<file path="config.mk">
export PLATFORM = sky130hd
export DESIGN_NAME = rgtl_queue
export DESIGN_NICKNAME = d
export VERILOG_FILES = /design/src/assert_macros.svh /design/src/rgtl_pkg.sv /design/src/rgtl_queue.sv
export SDC_FILE = /design/constraint.sdc
export NUM_CORES = 1
export LEC_CHECK = 0
export BUFFER_PORTS_ARGS = -buffer_cell sky130_fd_sc_hd__buf_2
export CORE_MARGIN = 2
export CORE_UTILIZATION = 50
export DETAILED_ROUTE_END_ITERATION = 10
export GPL_ROUTABILITY_DRIVEN = 1
export PLACE_DENSITY = 0.7
export SLEW_MARGIN = 30
export SYNTH_ARGS = -nofsm -noshare
export SYNTH_HDL_FRONTEND = slang
export SYNTH_SLANG_ARGS = --single-unit
export TNS_END_PERCENT = 30
</file>
<file path="constraint.sdc">
create_clock -name clk -period 5.2 [get_ports clk]
set_clock_uncertainty 0.05 [all_clocks]
set_input_delay 0.78 -clock clk [delete_from_list [all_inputs] [get_ports clk]]
set_output_delay 0.78 -clock clk [all_outputs]
set_load 0.05 [all_outputs]
</file>
<file path="src/assert_macros.svh">
// Assertion macros for the top level, which checks its own logic.
`ifndef ASSERT_MACROS_SVH
`define ASSERT_MACROS_SVH

// The condition holds at every clock edge outside reset.
`define ASSERT_ALWAYS(label, cond) \
    label: assert property (@(posedge clk) disable iff (!rst_n) (cond)) \
        else $error("assertion failed: condition does not hold");

// The antecedent implies the consequent in the same cycle.
`define ASSERT_IMPLIES(label, ante, cons) \
    label: assert property (@(posedge clk) disable iff (!rst_n) (ante) |-> (cons)) \
        else $error("assertion failed: implication does not hold");

`endif

</file>
<file path="src/rgtl_pkg.sv">
// Package with the shared types and codes of the grid lookup.
`timescale 1ns / 1ps

package rgtl_pkg;

    localparam logic [1:0] CMD_COORD = 2'd0;
    localparam logic [1:0] CMD_NODE  = 2'd1;
    localparam logic [1:0] CMD_QUERY = 2'd2;

    localparam logic [1:0] AXIS_X = 2'd0;
    localparam logic [1:0] AXIS_Y = 2'd1;
    localparam logic [1:0] AXIS_Z = 2'd2;

    localparam logic [1:0] REG_X_COUNT = 2'd0;
    localparam logic [1:0] REG_Y_COUNT = 2'd1;
    localparam logic [1:0] REG_Z_COUNT = 2'd2;

    localparam int QDEPTH = 4;
    localparam int QAW    = 2;

    typedef enum logic [1:0] {
        KIND_COORD = 2'd0,
        KIND_NODE  = 2'd1,
        KIND_QUERY = 2'd2
    } kind_t;

    typedef struct packed {
        kind_t              kind;
        logic [1:0]         axis;
        logic [3:0]         coord_index;
        logic [3:0]         node_x;
        logic [3:0]         node_y;
        logic [3:0]         node_z;
        logic signed [31:0] data_value;
        logic signed [31:0] query_x;
        logic signed [31:0] query_y;
        logic signed [31:0] query_z;
    } item_t;

endpackage

</file>
<file path="src/rgtl_queue.sv">
// Short queue of classified words between the front and back ends.
`timescale 1ns / 1ps

module rgtl_queue
    import rgtl_pkg::*;
(
    input  logic  clk,
    input  logic  rst_n,
    input  logic  push,
    input  item_t push_item,
    input  logic  pop,
    output item_t head,
    output logic  empty,
    output logic  full
);

    item_t slot_reg [QDEPTH];
    logic [QAW-1:0] wr_reg;
    logic [QAW-1:0] rd_reg;
    logic [QAW:0]   cnt_reg;

    assign empty = (cnt_reg == '0);
    assign full = (cnt_reg == (QAW+1)'(QDEPTH));
    assign head = slot_reg[rd_reg];

    always_ff @(posedge clk)
    begin
        if (push)
        begin
            slot_reg[wr_reg] <= push_item;
        end
    end

    always_ff @(posedge clk or negedge rst_n)
    begin
        if (!rst_n)
        begin
            wr_reg <= '0;
            rd_reg <= '0;
            cnt_reg <= '0;
        end
        else
        begin
            if (push)
            begin
                wr_reg <= wr_reg + 1'b1;
            end
            if (pop)
            begin
                rd_reg <= rd_reg + 1'b1;
            end
            if (push && !pop)
            begin
                cnt_reg <= cnt_reg + 1'b1;
            end
            else if (pop && !push)
            begin
                cnt_reg <= cnt_reg - 1'b1;
            end
        end
    end

endmodule

</file>
# ---- Word level (Yosys, flattened, before mapping)
# Memory sizes are Yosys's and may differ from the RTL's.
# Cells that the tools add are included.
dict set report totals {
  reg_bits 7
  mem_bits_rw 592
  inputBits 152
  out_inout_bits 150
  memories 1
}
dict set report classes {
  addsub 4
  eq_ne 1
  n_mux 4
  reduce_logical 6
}
# memory words width read_ports rd_ports_with_merged_regs write_ports line
set memory_table {}
lappend memory_table {slot_reg 4 148 1 0 1 rgtl_queue.sv:17} ;# item_t slot_reg [QDEPTH];
# operator count
set op_table {}
lappend op_table {{2-to-1 mux 3 bit} 2}
lappend op_table {{adder 2 x 1 -> 2 bit, second input constant} 2}
lappend op_table {{adder 3 x 1 -> 3 bit, second input constant} 1}
lappend op_table {{== test 3 bit, second input constant} 1}
lappend op_table {{logical NOT 3 bit} 1}
lappend op_table {{subtractor 3 x 1 -> 3 bit, second input constant} 1}
lappend op_table {{logical AND 1 bit} 2}
lappend op_table {{logical NOT 1 bit} 2}
lappend op_table {{2-to-1 mux 1 bit} 2}
lappend op_table {{nonzero test 2 bit} 1}

# ---- Logic depth before layout (Yosys ltp)
# Gate-level depths: netlist of the first run.
dict set report logic_depth {
  depth_word 4
  ltp_mapped 7
  mapped_depth_nobuf 7
}

# ---- Worst setup path before layout of the first run
# Ideal clock, no wire load.
dict set report synth_timing {
  path_type {input-to-reg}
  from {in push}
  to {mem slot_reg[1][0] in the netlist's numbering, enable pin}
  setup_ps 525
  arrival_ps 4159
  path_slack_ps 467
  path_stages 1
  path_buffers 0
  cell_sequence {and2_1}
}
dict set report synth_between {
  elab_chain_cells 2
}
# item line
set synth_lines {}
lappend synth_lines {{start, declared} rgtl_queue.sv:9} ;# input logic push,
lappend synth_lines {{2-to-1 mux 1 bit} rgtl_queue.sv:28} ;# if (push)
lappend synth_lines {{2-to-1 mux 1 bit (not written as such)} rgtl_queue.sv:30} ;# slot_reg[wr_reg] <= push_item;
lappend synth_lines {{end, declared} rgtl_queue.sv:17}
# No other way between the ends.

==> results of run 1 <==
[synthesized netlist by cell type, types with 2 or more instances]
library cell               count  share of area, %
sky130_fd_sc_hd__and2_1        4              0.12
sky130_fd_sc_hd__buf_2        18              0.41
sky130_fd_sc_hd__buf_6        11              0.57
sky130_fd_sc_hd__clkbuf_1      4             0.069
sky130_fd_sc_hd__dfrtp_1       7              0.81
sky130_fd_sc_hd__edfxtp_1    592                82
sky130_fd_sc_hd__ha_1          5              0.29
sky130_fd_sc_hd__inv_1         4             0.069
sky130_fd_sc_hd__mux4_2      148                15
sky130_fd_sc_hd__nand2_1       2             0.035
sky130_fd_sc_hd__xnor2_1       2             0.081
sky130_fd_sc_hd__xor2_1        4              0.16
[routing by layer]
metal | track usage, % | vias to the layer above | share of wire (%)
met3 | 6.322 | 79 | 7.4
met4 | 5.908 | 12 | 2.4
met5 | 0 | - | 0.19
met1 | 24.04 | 5104 | 40
li1 | - | 4219 | -
met2 | 29.27 | 262 | 50
[metrics by stage]
stage / power [mW] / hold WS, ns / instance area (µm²)
2_1_floorplan: 11.84 / 0.4063 / 21740
3_3_place_gp: 13.16 / 0.4211 / 23950
3_5_place_dp: 13.24 / 0.4410 / 23980
4_1_cts: 17.45 / 0.2929 / 25920
5_1_grt: 17.92 / 0.3060 / 25970
6_report: 17.23 / 0.3363 / 25980
[power breakdown]
part / leakage [nW] / total, mW / internal [mW] / switching (mW)
Clock: 0.946 / 4.18 / 2.49 / 1.69
Sequential: 5.52 / 6.68 / 6.31 / 0.377
Combinational: 2.38 / 6.37 / 1.90 / 4.47
[final cells by class]
cell class	instances	area (µm²)	share of cell area [%]
multi-input combinational	171	3543	13.64
clock buffer	78	1630	6.274
tap	585	732.0	2.817
inverter	4	15.01	0.05778
clock inverter	30	296.5	1.141
sequential	599	17960	69.12
antenna	8	20.02	0.07705
timing repair buffer	321	1787	6.876
[cells by family (layout without fill, tap and decap cells)]
group,Yosys count,count (layout)
mux,149,149
simple gates,9,9
buf+inv,38,433
compound gates,1,1
flops,599,599
other cells,0,8
xor+xnor,6,6
fa+ha+maj,6,6
[worst min-delay path by stage]
stage,startpoint,to,slack (ns),depth (start not counted)
floorplan,cnt_reg[2]$_DFFE_PN0P_,cnt_reg[2]$_DFFE_PN0P_,0.41,1
global route,push_item[13],slot_reg[0][13]$_DFFE_PP_,0.31,1
finish,push_item[91],slot_reg[1][91]$_DFFE_PP_,0.34,1
global placement,cnt_reg[2]$_DFFE_PN0P_,cnt_reg[2]$_DFFE_PN0P_,0.42,1
detailed placement,cnt_reg[2]$_DFFE_PN0P_,cnt_reg[2]$_DFFE_PN0P_,0.44,1
CTS,push_item[6],slot_reg[0][6]$_DFFE_PP_,0.29,1
[cells in the final DEF, fill, tap and decap left out, drive strengths merged]
cell / Yosys / final
nand2: 2 / 2
dlygate4sd3: 0 / 1
nor3: 1 / 1
xor2: 4 / 4
diode: 0 / 8
fa: 1 / 1
buf: 30 / 320
and2: 4 / 4
nor2: 1 / 1
nor3b: 1 / 1
xnor2: 2 / 2
clkinv: 0 / 21
edfxtp: 592 / 592
clkinvlp: 0 / 1
o21ai: 1 / 1
mux4: 148 / 148
mux2: 1 / 1
clkbuf: 4 / 78
inv: 4 / 6
dfrtp: 7 / 7
ha: 5 / 5
bufinv: 0 / 6
[critical path: stages, from the launching register on]
cell and delay (ns):
sky130_fd_sc_hd__dfrtp_4 1.05, sky130_fd_sc_hd__buf_4 0.52, sky130_fd_sc_hd__mux4_2 0.39, sky130_fd_sc_hd__buf_2 0.24
==> results list, run 1 <==
- The flow ran to the end, and the final reports show no timing, DRC or antenna violations.
* Post-DR vias/cell: 5.388
- Reg2reg end: slot_reg[2][76]$_DFFE_PP_
- Complex-gate fraction of the synthesized area: 0.02302%
- The synthesized design contains 592 enable-type register cells.
- Final HPWL from detailed placement: 24240 µm
* Slew Limit Headroom: 36.14%
- Count of boundary I/O pins: 302
- The first global-routing pass estimated 61130 µm of wire.
* Vias in the first global route: 10240
* Critical path type: reg -> out
- Die Height: 212.5 µm
* Mapped Area: 21740 µm²
* WP data arrival: 2.83 ns
* TritonCTS sink count: 599
- The worst path in the final design needs a cycle of 3.662 ns, including I/O delays and setup.
- Once the clock tree was built, the resizer swapped 0 gates to a different size.
- Count of cell types in the netlist: 19
- The worst setup path is launched from a register.
- Counting flops with an async set or reset pin after synthesis yields a share of 1.169%.
- After Yosys synthesis, XOR and XNOR cells account for 0.2418% of the synthesized area.
- The congestion estimate from routability-driven global placement came to 0.7124.
- Core region area: 42980 µm²
- Starting DRC count in detailed routing: 662
- Unrepaired setup endpoints after global routing: false
* Initial core utilization: 50.57%
- In this run the worst setup path begins at rd_reg[1]$_DFFE_PN0P_.
* Clock tree from TritonCTS: yes
* Nets@finish: 1313
* Pre-CTS WS: 2.091 ns
- Averaged over all synthesized cells, the footprint is 26.90 µm².
- Net Count, Synth: 966
- DRT Pass-1 Iters: 4
- Row cnt: 76
* Utilization after layout: 60.45%
* Multiplexer fraction of the synthesized cell area: 15.39%
* Synth warnings: 0
- Register-to-register setup slack: 2.94 ns
- Required @ worst endpoint: 4.37 ns
- Summing the areas of all and, or, nand and nor instances in the mapped netlist gives 0.2245% of the synthesized area.
- Relative area change from synthesis to final layout: 19.54%
* Worst Hold Class: in -> reg
- Max Root-Sink Buffers: 3
* Post-route setup slack: 1.538 ns
- GRT Resource Usage Total: 18.38%
* Port buffer count: 301
- Die footprint: 45160 µm²
- The number of slew-limit violations in the final report came to 0.
* Combinational family with the most area after synthesis: multiplexers
* Termination of the worst setup path: head[73]
- In this run the critical register-to-register path is launched from wr_reg[0]$_DFFE_PN0P_.
- In the final timing run, aggregate negative setup slack is 0 ns.
- Register area share after synthesis: 82.59%
- In the finished design, the share of the clock period the worst path needs comes to 70.43%.
* Filler cell count: 3059
- Crit-path max FO: 61
* Share of cells above drive strength 1: 46.47%
- Once the clock tree was built, the setup fixing pass inserted 0 buffers.
- STA classifies the critical path endpoint as an output pin.
- Number of placed instances with taps included: 1677
- At the pin with the least slew margin, the transition time is 0.9579 ns.
- Synthesized instance count: 808
* Clock Latency Late Sink: 0.60 ns
* Total CTS buffers: 58
- For this run, the leading register cell type out of synthesis is sky130_fd_sc_hd__edfxtp_1.
- Setup violations remaining at the end of the flow were counted as 0.
- CTS clock-pin slew for the worst setup and hold paths: 0.06 ns
* Antenna violations before repair: 13
* Power per Cell Area: 663.1 nW/µm²
* Final Hold Violating Endpoints: 0
- In this run the number of H-tree levels came out at 2.
- Pin count of the biggest net entering global routing: 74
- Remaining design rule violation count: 0
- Yosys reg bits: 599
- GR Overflow Total: 0
- Derived from the worst setup path, the maximum achievable clock frequency is 273.0 MHz.
* Max IR drop VDD: 0.0003713 V
- CTS placed an instance of sky130_fd_sc_hd__clkbuf_16 at the clock tree root.
- Final non-filler cell total: 1796
- Routed wirelength normalized by instance count: 22.90 µm
- Wire length after detailed routing: 41120 µm
- For this design the static power due to leakage is 8.848 nW.
- Adder-Cell Fraction of Synth Area: 0.3799%
* Count of antenna-violating nets left after detailed routing: 0
* X dimension of the die: 212.5 µm
- Across the run, the number of max-cap violations was 0.
* Largest register FFs: 592
- The routed layout has 9676 vias.
* Count of cells along the worst register-to-register path: 5
- Buffers inserted to repair hold after CTS numbered 1.
Power figures use the tool's default switching activity.
==> run 2, diff against run 1 <==
- ABC_AREA: not set -> 1
- PLACE_DENSITY: 0.7 -> 0.72
- clock period: 5.2 -> 3.1 ns (I/O delays scaled with it)
==> run 2 against run 1 <==
First-iteration DRC count is 47% higher. Hold slack worse by 0.30 ns. Combinational power increased by 120%. Die area up 10%. Clock power up 66%. Global-route usage rose by 1.5 points. Total power up 85%. Via count rose by 52%. Largest cell class unchanged. Largest power group is now combinational logic. Highest routed layer unchanged.
==> results list, run 2 <==
- Result of the run: completed
- Net Count, Synth: 1933
- Most common cell after layout, fill and taps aside: sky130_fd_sc_hd__edfxtp_1
- For this run, the post-layout net count is 2352.
- Setup violations remaining at the end of the flow were counted as 0.
* Worst hold slack: 0.03578 ns
* Crit-path max FO: 38
* WP data arrival: 2.41 ns
- Count leader, synth: sky130_fd_sc_hd__edfxtp_1
- By startpoint and endpoint, the worst setup path is classified as reg -> out.
* Yosys reg bits: 599
* Die Height: 223.2 µm
- Once detail routing completed, the nets flagged for antenna violations numbered 0.
- Setup repair after global routing left no endpoint under its margin.
- Primary flip-flop cell chosen by synthesis mapping: sky130_fd_sc_hd__edfxtp_1
* Clock Latency Late Sink: 0.60 ns
* Core region area: 47550 µm²
- The share of synthesized area in the top cell type comes to 73.98%.
* Synthesized instance count: 1775
* Required @ worst endpoint: 2.58 ns
- Ordered cell list for the critical path: inv_6 > buf_4 > o211ai_1 > nand2_1 > buf_2
* Relative area change from synthesis to final layout: 21.14%
- Share of cells above drive strength 1: 19.60%
- Filler cell count: 3472
* Power per Cell Area: 1097 nW/µm²
* Synth warnings: 0
- The tool flagged a number of max-cap violations equal to 0.
* Largest cells by area after synthesis: sky130_fd_sc_hd__edfxtp_1, sky130_fd_sc_hd__o211ai_1, sky130_fd_sc_hd__nand2_1
- Starting DRC count in detailed routing: 974
- The analysis attributes to cell leakage a power of 11.65 nW.
- Maximum clock frequency: 341.8 MHz
- For this run, design rule violations remaining after detail routing come to 0.
* Max Root-Sink Buffers: 3
* Sequential cell area: 17960 µm²
- At the end of routability-driven placement, the weighted congestion stood at 0.7404.
* Worst Hold Class: in -> reg
* Row cnt: 80
- Prior to clock tree synthesis, the placed netlist has a worst setup slack of 0.7022 ns.
* Part of the cycle the worst path needs: 94.38%
- A synthesized cell averages 13.54 µm².
* Mapped Area: 24030 µm²
- Antenna violations before repair: 5
- The first global-routing pass estimated 77610 µm of wire.
* Non-Filler Cell Area, Final: 29110 µm²
* Buffers and inverters on the worst path: 3
- The pre-antenna-repair detailed-routing pass consisted of 5 iterations.
- The largest total area in the synthesized netlist belongs to sky130_fd_sc_hd__edfxtp_1.
- Using the TritonRoute via totals, the vias-per-cell ratio works out to 5.157.
- GRT Resource Usage Total: 19.87%
* Total CTS buffers: 58
- Commonest cells after routing, fill and taps aside: sky130_fd_sc_hd__edfxtp_1, sky130_fd_sc_hd__nand2_1, sky130_fd_sc_hd__inv_1, sky130_fd_sc_hd__buf_2, sky130_fd_sc_hd__o211ai_1
- After synthesis, the share of flip-flops with an asynchronous set or reset is 1.169%.
- Largest register FFs: 592
* Count of cell types in the netlist: 18
- During placement, the flow inserted port buffers numbering 301.
* Vias: 14730
- Wire length after detailed routing: 50080 µm
- Kind of end point of the critical path: output pin
* Post-route setup slack: 0.1741 ns
* Utilization after layout: 61.22%
- H-tree depth: 2
- Final HPWL from detailed placement: 28160 µm
- Vias in the first global route: 14910
* X dimension of the die: 223.2 µm
* Cell Area, Placed: 26040 µm²
- Clk root buf: sky130_fd_sc_hd__clkbuf_16
* Crit-path max cell delay: 0.51 ns
- The floorplan step defined a die boundary enclosing 49820 µm².
- In this design, the largest share of critical-path delay is due to buffers and inverters.
- The worst-case IR drop observed on VDD is 0.0008375 V.
- Total area of multi-input combinational cells: 4099 µm²
- TritonCTS built the clock tree.
- Counting every sink on the clock net gives 599.
- Final period demand of the worst path: 2.926 ns
* Routed wirelength normalized by instance count: 17.53 µm
- The number of slew-limit violations in the final report was 0.
- Entering global routing, the biggest net connects 149 pins.
- CTS clock-pin slew for the worst setup and hold paths: 0.06 ns
- Global routing finished with a remaining overflow of 0.
* Count of boundary I/O pins: 302
- Slew at the pin with the worst max-slew slack: 0.8395 ns
* Number of synthesized flops with an enable pin: 592
- Initial core utilization: 50.54%
- The number of endpoints with negative hold slack in the final report came to 0.
- Slew Limit Headroom: 44.04%
- Sort of element at the start of the critical path: register
- The commonest cells after synthesis are sky130_fd_sc_hd__edfxtp_1, sky130_fd_sc_hd__nand2_1, sky130_fd_sc_hd__inv_1.
- Summing the sequential cell areas from Yosys gives 74.71% of the chip area.
- Worst-path cell with the longest stage delay: sky130_fd_sc_hd__dfrtp_4
run 2: changes by cell type in the layout (fill, tap and decap cells not counted), moves of 12 or more:
cell / change
sky130_fd_sc_hd__nand2_1: +451
sky130_fd_sc_hd__inv_1: +298
sky130_fd_sc_hd__o211ai_1: +296
sky130_fd_sc_hd__mux4_2: -148
sky130_fd_sc_hd__dlygate4sd3_1: +116
sky130_fd_sc_hd__buf_4: +12
run 2: what timing repair did:
item / 4_1_cts / 5_1_grt
hold endpoints to repair: 450 / 0
hold buffers: 117 / 0
setup endpoints to repair: 0 / 5
gates resized for setup: 0 / 0
setup buffers: 0 / 1
run 2: worst reg2reg max path: stages (launching register included):
cell and delay, ns:
sky130_fd_sc_hd__dfrtp_1 0.43, sky130_fd_sc_hd__inv_2 0.09, sky130_fd_sc_hd__ha_2 0.18, sky130_fd_sc_hd__nand2_2 0.06, sky130_fd_sc_hd__clkinvlp_4 0.08, sky130_fd_sc_hd__buf_4 0.62
sky130_fd_sc_hd__buf_4 0.54
run 2: cell type report:
cell class | instances | area share [%]
flip-flops and latches | 599 | 61.70
multi-input cells | 768 | 14.08
repair buffers | 459 | 11.06
clock buffers | 68 | 5.335
inverters | 308 | 4.041
well taps | 615 | 2.644
clock inverters | 38 | 1.122
diodes | 2 | 0.01719
run 2: metrics by stage:
step	cells	setup TNS [ns]	power [mW]
global route	2856	0	33.42
CTS	2854	0	32.16
global placement	2631	0	24.83
finish	2857	0	31.92
detailed placement	2631	0	25.08
floorplan	1775	-127.18	22.00
run 2: where the power goes:
part / total [mW] / switching (mW) / internal, mW
Combinational: 13.9 / 10.7 / 3.26
Clock: 6.93 / 2.88 / 4.05
Sequential: 11.0 / 0.458 / 10.6
Total: 31.9 / 14.0 / 17.9
run 2: kinds of logic after synthesis:
| group | after synthesis | share of synthesized area, % |
|---|---|---|
| xor+xnor | 4 | 0.1458 |
| simple gates | 461 | 7.228 |
| fa+ha+maj | 6 | 0.3437 |
| flops | 599 | 74.71 |
| buf+inv | 408 | 8.300 |
| compound gates | 297 | 9.269 |
run 2: layer usage:
layer	track usage (%)	up-vias	share of wire [%]
met2	34.19	405	50
met4	8.119	6	3.2
met5	0	-	0.092
met3	4.636	105	6.4
met1	24.26	7182	41
li1	-	7035	-
run 2: final timing paths:
path                                        start                   endpoint  slack [ns]  cells past startpoint
min in group asynchronous                   rst_n     cnt_reg[2]$_DFFE_PN0P_        0.20                      2
min reg2reg                cnt_reg[2]$_DFFE_PN0P_     cnt_reg[2]$_DFFE_PN0P_        0.46                      2
max reg2reg                 wr_reg[0]$_DFFE_PN0P_  slot_reg[2][79]$_DFFE_PP_        0.70                      6
max                         rd_reg[1]$_DFFE_PN0P_                  head[144]        0.17                      5
max in group asynchronous                   rst_n      rd_reg[1]$_DFFE_PN0P_        2.61                      2
min                                 push_item[83]  slot_reg[1][83]$_DFFE_PP_        0.04                      1
